## config.mk

```make
export PLATFORM = sky130hd
export DESIGN_NAME = indented_line_classifier
export DESIGN_NICKNAME = d
export VERILOG_FILES = /design/src/sv/ilc_pkg.sv /design/src/sv/ilc_in_stage.sv /design/src/sv/ilc_scan_core.sv /design/src/sv/ilc_out_stage.sv /design/src/sv/indented_line_classifier.sv
export SDC_FILE = /design/constraint.sdc
export NUM_CORES = 1
export LEC_CHECK = 0
export BUFFER_PORTS_ARGS = -buffer_cell sky130_fd_sc_hd__clkbuf_2
export CAP_MARGIN = 25
export CORE_ASPECT_RATIO = 1.1
export CORE_MARGIN = 2
export CORE_UTILIZATION = 40
export CTS_CLUSTER_SIZE = 16
export DETAILED_ROUTE_END_ITERATION = 10
export RECOVER_POWER = 25
export SLEW_MARGIN = 10
export SYNTH_ARGS = -nofsm -noshare
export SYNTH_HDL_FRONTEND = slang
export SYNTH_SLANG_ARGS = --single-unit
```

## constraint.sdc

```tcl
create_clock -name clk -period 4 [get_ports clk]
set_input_delay 0.6 -clock clk [delete_from_list [all_inputs] [get_ports clk]]
set_output_delay 0.6 -clock clk [all_outputs]
set_load 0.01 [all_outputs]
```

## src/sv/ilc_pkg.sv

```systemverilog
package ilc_pkg;

  localparam int ILC_MAX_CONTENT = 255;

  localparam logic [2:0] KIND_NONE  = 3'd0;
  localparam logic [2:0] KIND_TYP   = 3'd1;
  localparam logic [2:0] KIND_DTO   = 3'd2;
  localparam logic [2:0] KIND_NON   = 3'd3;
  localparam logic [2:0] KIND_FAULT = 3'd4;

  localparam logic [7:0] DESC_SPACES      = 8'd4;
  localparam logic [7:0] FAULT_MIN_SPACES = 8'd6;

  typedef struct packed {
    logic [7:0] ch;
    logic       line_start;
    logic       typ_wanted;
    logic       dto_wanted;
    logic       non_wanted;
    logic       fault_wanted;
  } ilc_item_t;

  typedef struct packed {
    logic [2:0] token_kind;
    logic [7:0] space_count;
    logic [7:0] content_length;
  } ilc_result_t;

endpackage

```

## src/sv/ilc_in_stage.sv

```systemverilog
module ilc_in_stage (
  input  logic                 clk,
  input  logic                 rst_n,
  input  logic                 in_valid,
  output logic                 in_ready,
  input  ilc_pkg::ilc_item_t   in_item,
  input  logic                 step,
  output logic                 item_valid,
  output ilc_pkg::ilc_item_t   item
);
  import ilc_pkg::*;

  logic      valid_r;
  logic      valid_nxt;
  ilc_item_t item_r;

  // The held word leaves on a step, so a new one may enter in the same cycle.
  assign in_ready   = !valid_r || step;
  assign item_valid = valid_r;
  assign item       = item_r;

  always_comb begin
    valid_nxt = valid_r;
    if (in_valid && in_ready) begin
      valid_nxt = 1'b1;
    end else if (step) begin
      valid_nxt = 1'b0;
    end
  end

  always_ff @(posedge clk) begin
    if (!rst_n) begin
      valid_r <= 1'b0;
    end else begin
      valid_r <= valid_nxt;
    end
  end

  always_ff @(posedge clk) begin
    if (in_valid && in_ready) begin
      item_r <= in_item;
    end
  end

endmodule

```

## src/sv/ilc_scan_core.sv

```systemverilog
module ilc_scan_core #(
  parameter int MAX_CONTENT = ilc_pkg::ILC_MAX_CONTENT
) (
  input  logic                  clk,
  input  logic                  rst_n,
  input  logic                  step,
  input  ilc_pkg::ilc_item_t    item,
  output logic                  res_valid,
  output ilc_pkg::ilc_result_t  res
);
  import ilc_pkg::*;

  localparam int CNT_W = $clog2(MAX_CONTENT + 1);
  localparam int LEN_W = (CNT_W > 8) ? CNT_W : 8;

  localparam logic [1:0] PH_IDLE   = 2'd0;
  localparam logic [1:0] PH_SPACES = 2'd1;
  localparam logic [1:0] PH_FAULT  = 2'd2;
  localparam logic [1:0] PH_DESC   = 2'd3;

  localparam logic [7:0] CH_NUL   = 8'h00;
  localparam logic [7:0] CH_LF    = 8'h0A;
  localparam logic [7:0] CH_CR    = 8'h0D;
  localparam logic [7:0] CH_SPACE = 8'h20;
  localparam logic [7:0] CH_DOT   = 8'h2E;
  localparam logic [7:0] CH_OPEN  = 8'h28;
  localparam logic [7:0] CH_COLON = 8'h3A;
  localparam logic [7:0] CH_DASH  = 8'h2D;

  function automatic logic is_lower(input logic [7:0] c);
    return (c >= 8'h61) && (c <= 8'h7A);
  endfunction

  function automatic logic is_digit(input logic [7:0] c);
    return (c >= 8'h30) && (c <= 8'h39);
  endfunction

  // Characters of the "return(" prefix by position.
  function automatic logic [7:0] ret_char(input logic [2:0] pos);
    logic [7:0] c;
    unique case (pos)
      3'd0:    c = 8'h72;
      3'd1:    c = 8'h65;
      3'd2:    c = 8'h74;
      3'd3:    c = 8'h75;
      3'd4:    c = 8'h72;
      3'd5:    c = 8'h6E;
      3'd6:    c = CH_OPEN;
      default: c = 8'h00;
    endcase
    return c;
  endfunction

  logic [1:0]       phase_r,  phase_nxt;
  logic [7:0]       spaces_r, spaces_nxt;
  logic [CNT_W-1:0] cnt_r,    cnt_nxt;
  logic [3:0]       wanted_r, wanted_nxt;
  logic             fault_ok_r, fault_ok_nxt;
  logic             dot_r,    dot_nxt;
  logic             code_r,   code_nxt;
  logic             prefix_r, prefix_nxt;

  logic             emit;
  logic             finish;
  logic             take;
  logic [2:0]       kind;
  logic [LEN_W-1:0] cnt_ext;
  logic [7:0]       ch;

  assign ch = item.ch;

  always_comb begin
    phase_nxt    = phase_r;
    spaces_nxt   = spaces_r;
    cnt_nxt      = cnt_r;
    wanted_nxt   = wanted_r;
    fault_ok_nxt = fault_ok_r;
    dot_nxt      = dot_r;
    code_nxt     = code_r;
    prefix_nxt   = prefix_r;
    emit         = 1'b0;
    finish       = 1'b0;
    take         = 1'b0;
    kind         = KIND_NONE;

    if (item.line_start) begin
      spaces_nxt   = '0;
      cnt_nxt      = '0;
      fault_ok_nxt = 1'b1;
      dot_nxt      = 1'b0;
      code_nxt     = 1'b0;
      prefix_nxt   = 1'b1;
      wanted_nxt   = {item.fault_wanted, item.non_wanted,
                      item.dto_wanted, item.typ_wanted};
      phase_nxt    = (wanted_nxt == 4'd0) ? PH_IDLE : PH_SPACES;
      emit         = (wanted_nxt == 4'd0);
    end

    if (!emit) begin
      unique case (phase_nxt)
        PH_IDLE: begin
        end
        PH_SPACES: begin
          priority if (ch == CH_SPACE) begin
            if (spaces_nxt != 8'hFF) begin
              spaces_nxt = spaces_nxt + 8'd1;
            end
          end else if (wanted_nxt[3] && (spaces_nxt >= FAULT_MIN_SPACES)) begin
            if (!is_lower(ch)) begin
              emit = 1'b1;
            end else begin
              phase_nxt = PH_FAULT;
              take      = 1'b1;
            end
          end else if ((spaces_nxt != DESC_SPACES) || (wanted_nxt[2:0] == 3'd0) ||
                       !is_lower(ch)) begin
            emit = 1'b1;
          end else begin
            phase_nxt = PH_DESC;
            take      = 1'b1;
          end
        end
        default: begin
          if ((ch == CH_LF) || (ch == CH_CR) || (ch == CH_NUL)) begin
            finish = 1'b1;
          end else begin
            take = 1'b1;
          end
        end
      endcase
    end

    if (take) begin
      if (phase_nxt == PH_FAULT) begin
        if (!(is_lower(ch) || is_digit(ch) || (ch == CH_DASH) || (ch == CH_SPACE))) begin
          fault_ok_nxt = 1'b0;
        end
      end else begin
        if ((cnt_nxt == CNT_W'(2)) && (ch == CH_COLON)) begin
          code_nxt = 1'b1;
        end
        if (cnt_nxt < CNT_W'(7)) begin
          if (ch != ret_char(cnt_nxt[2:0])) begin
            prefix_nxt = 1'b0;
          end else if ((cnt_nxt == CNT_W'(6)) && prefix_nxt) begin
            code_nxt = 1'b1;
          end
        end
        // The dot test uses the flag as it stood before this character.
        priority if (ch == CH_DOT) begin
          dot_nxt = 1'b1;
        end else if ((ch == CH_OPEN) && dot_nxt) begin
          code_nxt = 1'b1;
        end else if ((ch == CH_COLON) && !dot_nxt) begin
          code_nxt = 1'b1;
        end else begin
        end
      end
      cnt_nxt = cnt_nxt + CNT_W'(1);
      if (cnt_nxt >= CNT_W'(MAX_CONTENT)) begin
        finish = 1'b1;
      end
    end

    if (finish) begin
      emit = 1'b1;
      priority if (phase_nxt == PH_FAULT) begin
        kind = fault_ok_nxt ? KIND_FAULT : KIND_NONE;
      end else if (code_nxt) begin
        kind = KIND_NONE;
      end else if (wanted_nxt[0]) begin
        kind = KIND_TYP;
      end else if (wanted_nxt[1]) begin
        kind = KIND_DTO;
      end else begin
        kind = KIND_NON;
      end
    end

    if (emit) begin
      phase_nxt = PH_IDLE;
    end
  end

  assign cnt_ext = LEN_W'(cnt_nxt);

  assign res_valid          = step && emit;
  assign res.token_kind     = kind;
  assign res.space_count    = spaces_nxt;
  assign res.content_length = (cnt_ext > LEN_W'(255)) ? 8'hFF : cnt_ext[7:0];

  always_ff @(posedge clk) begin
    if (!rst_n) begin
      phase_r    <= PH_IDLE;
      spaces_r   <= '0;
      cnt_r      <= '0;
      wanted_r   <= '0;
      fault_ok_r <= 1'b1;
      dot_r      <= 1'b0;
      code_r     <= 1'b0;
      prefix_r   <= 1'b1;
    end else if (step) begin
      phase_r    <= phase_nxt;
      spaces_r   <= spaces_nxt;
      cnt_r      <= cnt_nxt;
      wanted_r   <= wanted_nxt;
      fault_ok_r <= fault_ok_nxt;
      dot_r      <= dot_nxt;
      code_r     <= code_nxt;
      prefix_r   <= prefix_nxt;
    end
  end

endmodule

```

## src/sv/ilc_out_stage.sv

```systemverilog
module ilc_out_stage (
  input  logic                  clk,
  input  logic                  rst_n,
  input  logic                  load,
  input  ilc_pkg::ilc_result_t  res,
  output logic                  room,
  output logic                  out_valid,
  input  logic                  out_ready,
  output ilc_pkg::ilc_result_t  out_res
);
  import ilc_pkg::*;

  logic        valid_r;
  logic        valid_nxt;
  ilc_result_t res_r;

  assign room      = !valid_r || out_ready;
  assign out_valid = valid_r;
  assign out_res   = res_r;

  always_comb begin
    valid_nxt = valid_r;
    if (load) begin
      valid_nxt = 1'b1;
    end else if (out_ready) begin
      valid_nxt = 1'b0;
    end
  end

  always_ff @(posedge clk) begin
    if (!rst_n) begin
      valid_r <= 1'b0;
    end else begin
      valid_r <= valid_nxt;
    end
  end

  always_ff @(posedge clk) begin
    if (load) begin
      res_r <= res;
    end
  end

endmodule

```

## src/sv/indented_line_classifier.sv

```systemverilog
// Channel  Handshake              Word
// in_      in_valid / in_ready    ch, line_start, four *_wanted flags
// out_     out_valid / out_ready  token_kind, space_count, content_length
//
// One character per cycle. A character is held in the input register and its
// result, if any, is loaded into the output register by the step that takes it.
// A step of the scan logic needs room in the output register, so a stalled
// output holds back the input register and then in_ready.
// Synchronous active-low reset returns the scanner to idle and empties both
// registers.
module indented_line_classifier #(
  parameter int MAX_CONTENT = ilc_pkg::ILC_MAX_CONTENT
) (
  input  logic       clk,
  input  logic       rst_n,
  input  logic       in_valid,
  output logic       in_ready,
  input  logic [7:0] in_ch,
  input  logic       in_line_start,
  input  logic       in_typ_wanted,
  input  logic       in_dto_wanted,
  input  logic       in_non_wanted,
  input  logic       in_fault_wanted,
  output logic       out_valid,
  input  logic       out_ready,
  output logic [2:0] out_token_kind,
  output logic [7:0] out_space_count,
  output logic [7:0] out_content_length
);
  import ilc_pkg::*;

  ilc_item_t   in_item;
  ilc_item_t   item;
  logic        item_valid;
  logic        step;
  logic        room;
  logic        res_valid;
  ilc_result_t res;
  ilc_result_t out_res;

  assign in_item.ch           = in_ch;
  assign in_item.line_start   = in_line_start;
  assign in_item.typ_wanted   = in_typ_wanted;
  assign in_item.dto_wanted   = in_dto_wanted;
  assign in_item.non_wanted   = in_non_wanted;
  assign in_item.fault_wanted = in_fault_wanted;

  assign step = item_valid && room;

  ilc_in_stage u_in (
    .clk        (clk),
    .rst_n      (rst_n),
    .in_valid   (in_valid),
    .in_ready   (in_ready),
    .in_item    (in_item),
    .step       (step),
    .item_valid (item_valid),
    .item       (item)
  );

  ilc_scan_core #(
    .MAX_CONTENT (MAX_CONTENT)
  ) u_core (
    .clk       (clk),
    .rst_n     (rst_n),
    .step      (step),
    .item      (item),
    .res_valid (res_valid),
    .res       (res)
  );

  ilc_out_stage u_out (
    .clk       (clk),
    .rst_n     (rst_n),
    .load      (res_valid),
    .res       (res),
    .room      (room),
    .out_valid (out_valid),
    .out_ready (out_ready),
    .out_res   (out_res)
  );

  assign out_token_kind     = out_res.token_kind;
  assign out_space_count    = out_res.space_count;
  assign out_content_length = out_res.content_length;

  // A description is only ever taken after exactly four spaces.
  a_desc_spaces: assert property (@(posedge clk) disable iff (!rst_n)
    out_valid && (out_token_kind == KIND_TYP || out_token_kind == KIND_DTO ||
                  out_token_kind == KIND_NON)
    |-> out_space_count == DESC_SPACES && out_content_length != 8'd0)
    else $error("description word without four spaces or content");

  // A fault line needs at least six spaces and a first letter.
  a_fault_spaces: assert property (@(posedge clk) disable iff (!rst_n)
    out_valid && out_token_kind == KIND_FAULT
    |-> out_space_count >= FAULT_MIN_SPACES && out_content_length != 8'd0)
    else $error("fault line word with too few spaces or no content");

  // A result is only loaded from a step of the scanner.
  a_load_from_step: assert property (@(posedge clk) disable iff (!rst_n)
    res_valid |-> item_valid && room)
    else $error("result produced without a held character");

endmodule

```

==> results.md <==
- Slew margin rel.: 45.63%
- Crit end category: flip-flop
- Clock Skew: 8.179 ps
- Core ar.: 0.008364 sq mm
- Yosys cell types: 60
- Synthesized instance count: 384
- Total power draw: 1.253 mW
- Die ar.: 0.009355 sq mm
- Initial core utilization: 41.11%
- Post-route ant nets: 0
- H-tree depth: 3
- Clk root buf: clkbuf_8
- Setup_tns: 0 ps
- Ports: 38
- Number of antenna violations at the first check in global routing: 0
- Post-synthesis sequential area ratio: 44.25%
- Tot GR Track Use: 17.96%
- Reg clk slew, reported paths: 70 ps
- CP Data Required Time: 4030 ps
- Achievable clock frequency: 285.2 MHz
- Mapped Nets: 409
- Post-synthesis register bit count: 60
- Area added between synthesis and finish: 12.04%
- Placed Cells: 513
- CP Max Fanout: 19
- Sequence of cells on the critical path: inv_1 > nand2_1 > inv_1 > ha_1 > ha_1 > nor4bb_1 > o311ai_0 > a22oi_1 > nand4_1 > a22oi_1 > nor2_1 > nor2_2 > buf_4
- Met3 usage: 3.720%
- Mean Syn Cell Area: 8.954 sq um
- Via/cell ratio: 5.431
- First DRT Iteration DRCs: 149
- Hold Path Class: input pin to flip-flop
- Chip Width: 92.40 um
- Worst IR Drop VDD: 0.0001986 V
- Largest net degree at the start of global routing: 44
- CTS-repair resized insts: 0
- # fillers: 822
- Worst EP arrival: 3530 ps
- Design area: 0.003852 sq mm
- CTS Buf Count: 9
- Final Hold Violating Endpoints: 0
- Setup bufs post-CTS: 0
- Worst path top cell family by delay: compound AO/OA/AOI/OAI gates
- Cell type with the largest total area after synthesis: edfxtp_1
- Leakage: 1.377 nW
- Fin cells: 529
- Share of cells above drive strength 1: 12.44%
- Rows: 35
- Max incr delay on CP: 480 ps
- Tightest Pin Transition: 813.6 ps
- Post-Route WL: 7990 um
- Async S/R FF share, synth: 0%
- Buf/Inv on CP: 3
- Status: complete, no violations
- Gr ovfl total: 0
- Final Max Slew Viols: 0
- Post-DP HPWL: 5639 um
- Max-Cap Viols: 0
- Final Util: 46.06%
- Unrepaired setup endpoints after global routing: no
- # DRC: 0
- Post-synth top area share: 27.95%
- Busiest grt layer: met2
- Setup CP Type: flip-flop to flip-flop
- Antenna Cells: 0
- Syn Std Cell Area: 0.003438 sq mm
- Hold buffers post-CTS: 0
- Grt met1 use: 23.33%
- Startpoint Class: flip-flop
- Final Cycle Share: 87.66%
- Die H: 101.2 um
- Global-route wire length before repair: 13000 um
- YS warnings: 0
- Gpl congestion: 0.8684
- Total power per unit cell area: 325.3 mW/mm^2
- Slowest-stage cell, CP: edfxtp_1
- Clk sinks: 60
- Skew-Pair Late Insertion Delay: 350 ps
- Most frequent cells in the layout: nand2_1 (45), a21oi_1 (34), edfxtp_1 (32), nor2_1 (30), dfxtp_1 (28)
- Detailed Routing Iterations Pass 1: 5
- CTS tree: built
- Detailed-route via count: 2873
- WL per Instance: 15.10 um
- Most common cell after layout, fill and taps aside: nand2_1
- Post-layout min period: 3506 ps
- Met2 usage: 29.20%
- Final setup vio count: 0
- Dpl cell area: 0.003705 sq mm
- Synth top area cells: edfxtp_1 (28%), dfxtp_1 (16%), a21oi_1 (4.9%)
- Top_reg_cell synth: edfxtp_1
- Nets@finish: 438
- Port Buffers: 37
- Post-synth EDFFs: 32
- Vias in the first global route: 2670
- Clk buf depth: 2
sequential cells by signal, summed over array words and instances, names as in the netlist:
register	flops
u_core.wanted_r	4
u_core.spaces_r	8
u_out.out_res	19
u_core.code_r	1
u_core.fault_ok_r	1
u_out.out_valid	1
u_core.dot_r	1
u_core.cnt_r	8
u_core.prefix_r	1
u_in.item	13
u_in.item_valid	1
u_core.phase_r	2
metrics by stage:
step / setup slack (ps) / hold slack, ps
floorplan: 39.86 / 436.0
global placement: 621.7 / 444.1
detailed placement: 513.8 / 448.9
CTS: 476.4 / 409.5
global route: 184.6 / 408.4
finish: 493.6 / 422.8
metal layers:
metal	wire, um	vias up
met5	0	-
met4	140	0
met3	468	11
met2	3856	88
met1	3524	1329
li1	-	1445
worst paths after layout:
path | slack, ps | endpoint | startpoint | cells past startpoint
max | 490 | u_out.out_res[1] | u_in.item[4] | 13
min | 420 | u_in.item[9] | in_ch[4] | 1
max reg2reg | 490 | u_out.out_res[1] | u_in.item[4] | 13
min reg2reg | 460 | u_core.wanted_r[2] | u_core.wanted_r[2] | 2
synthesized netlist by cell type (2+ instances only):
master,instances
o21ai_0,24
o21a_1,3
o22a_1,2
o32ai_1,3
nand4b_1,4
nand3b_1,5
nor4_1,4
nor4b_1,2
and4b_1,2
nand2b_1,8
edfxtp_1,32
a22oi_1,2
clkbuf_1,21
and3b_1,2
nor3_1,8
ha_1,8
xnor2_1,9
mux2_2,2
nor2b_1,17
inv_1,12
o311ai_0,3
nand2_1,45
o31a_1,2
nand3_1,17
or3_1,4
nand4_1,3
buf_1,2
a211oi_1,2
and3_1,7
a21oi_1,34
and2_1,4
xor2_1,5
nor2_1,31
a21o_1,2
dfxtp_1,28
layout make-up:
class | count | area (sq um) | area share, %
Multi-Input combinational cell | 288 | 1777 | 46.12
Timing Repair Buffer | 42 | 202.7 | 5.261
Clock buffer | 9 | 123.9 | 3.215
Tap cell | 111 | 138.9 | 3.605
Clock inverter | 7 | 43.79 | 1.137
Inverter | 12 | 45.04 | 1.169
Sequential cell | 60 | 1521 | 39.49
logic make-up (layout without fill, tap and decap cells):
| group | after synthesis | after routing | synth area share, % |
|---|---|---|---|
| compound gates | 92 | 92 | 18.01 |
| xor+xnor | 14 | 14 | 3.566 |
| fa+ha+maj | 8 | 8 | 2.911 |
| buf+inv | 36 | 70 | 4.149 |
| flops | 60 | 60 | 44.25 |
| mux | 3 | 3 | 0.9461 |
| simple gates | 171 | 171 | 26.16 |
power breakdown:
part | internal, mW | switching (mW)
logic | 0.0345 | 0.0614
registers | 0.666 | 0.0173
clock network | 0.221 | 0.253
Power figures use the tool's default switching activity.
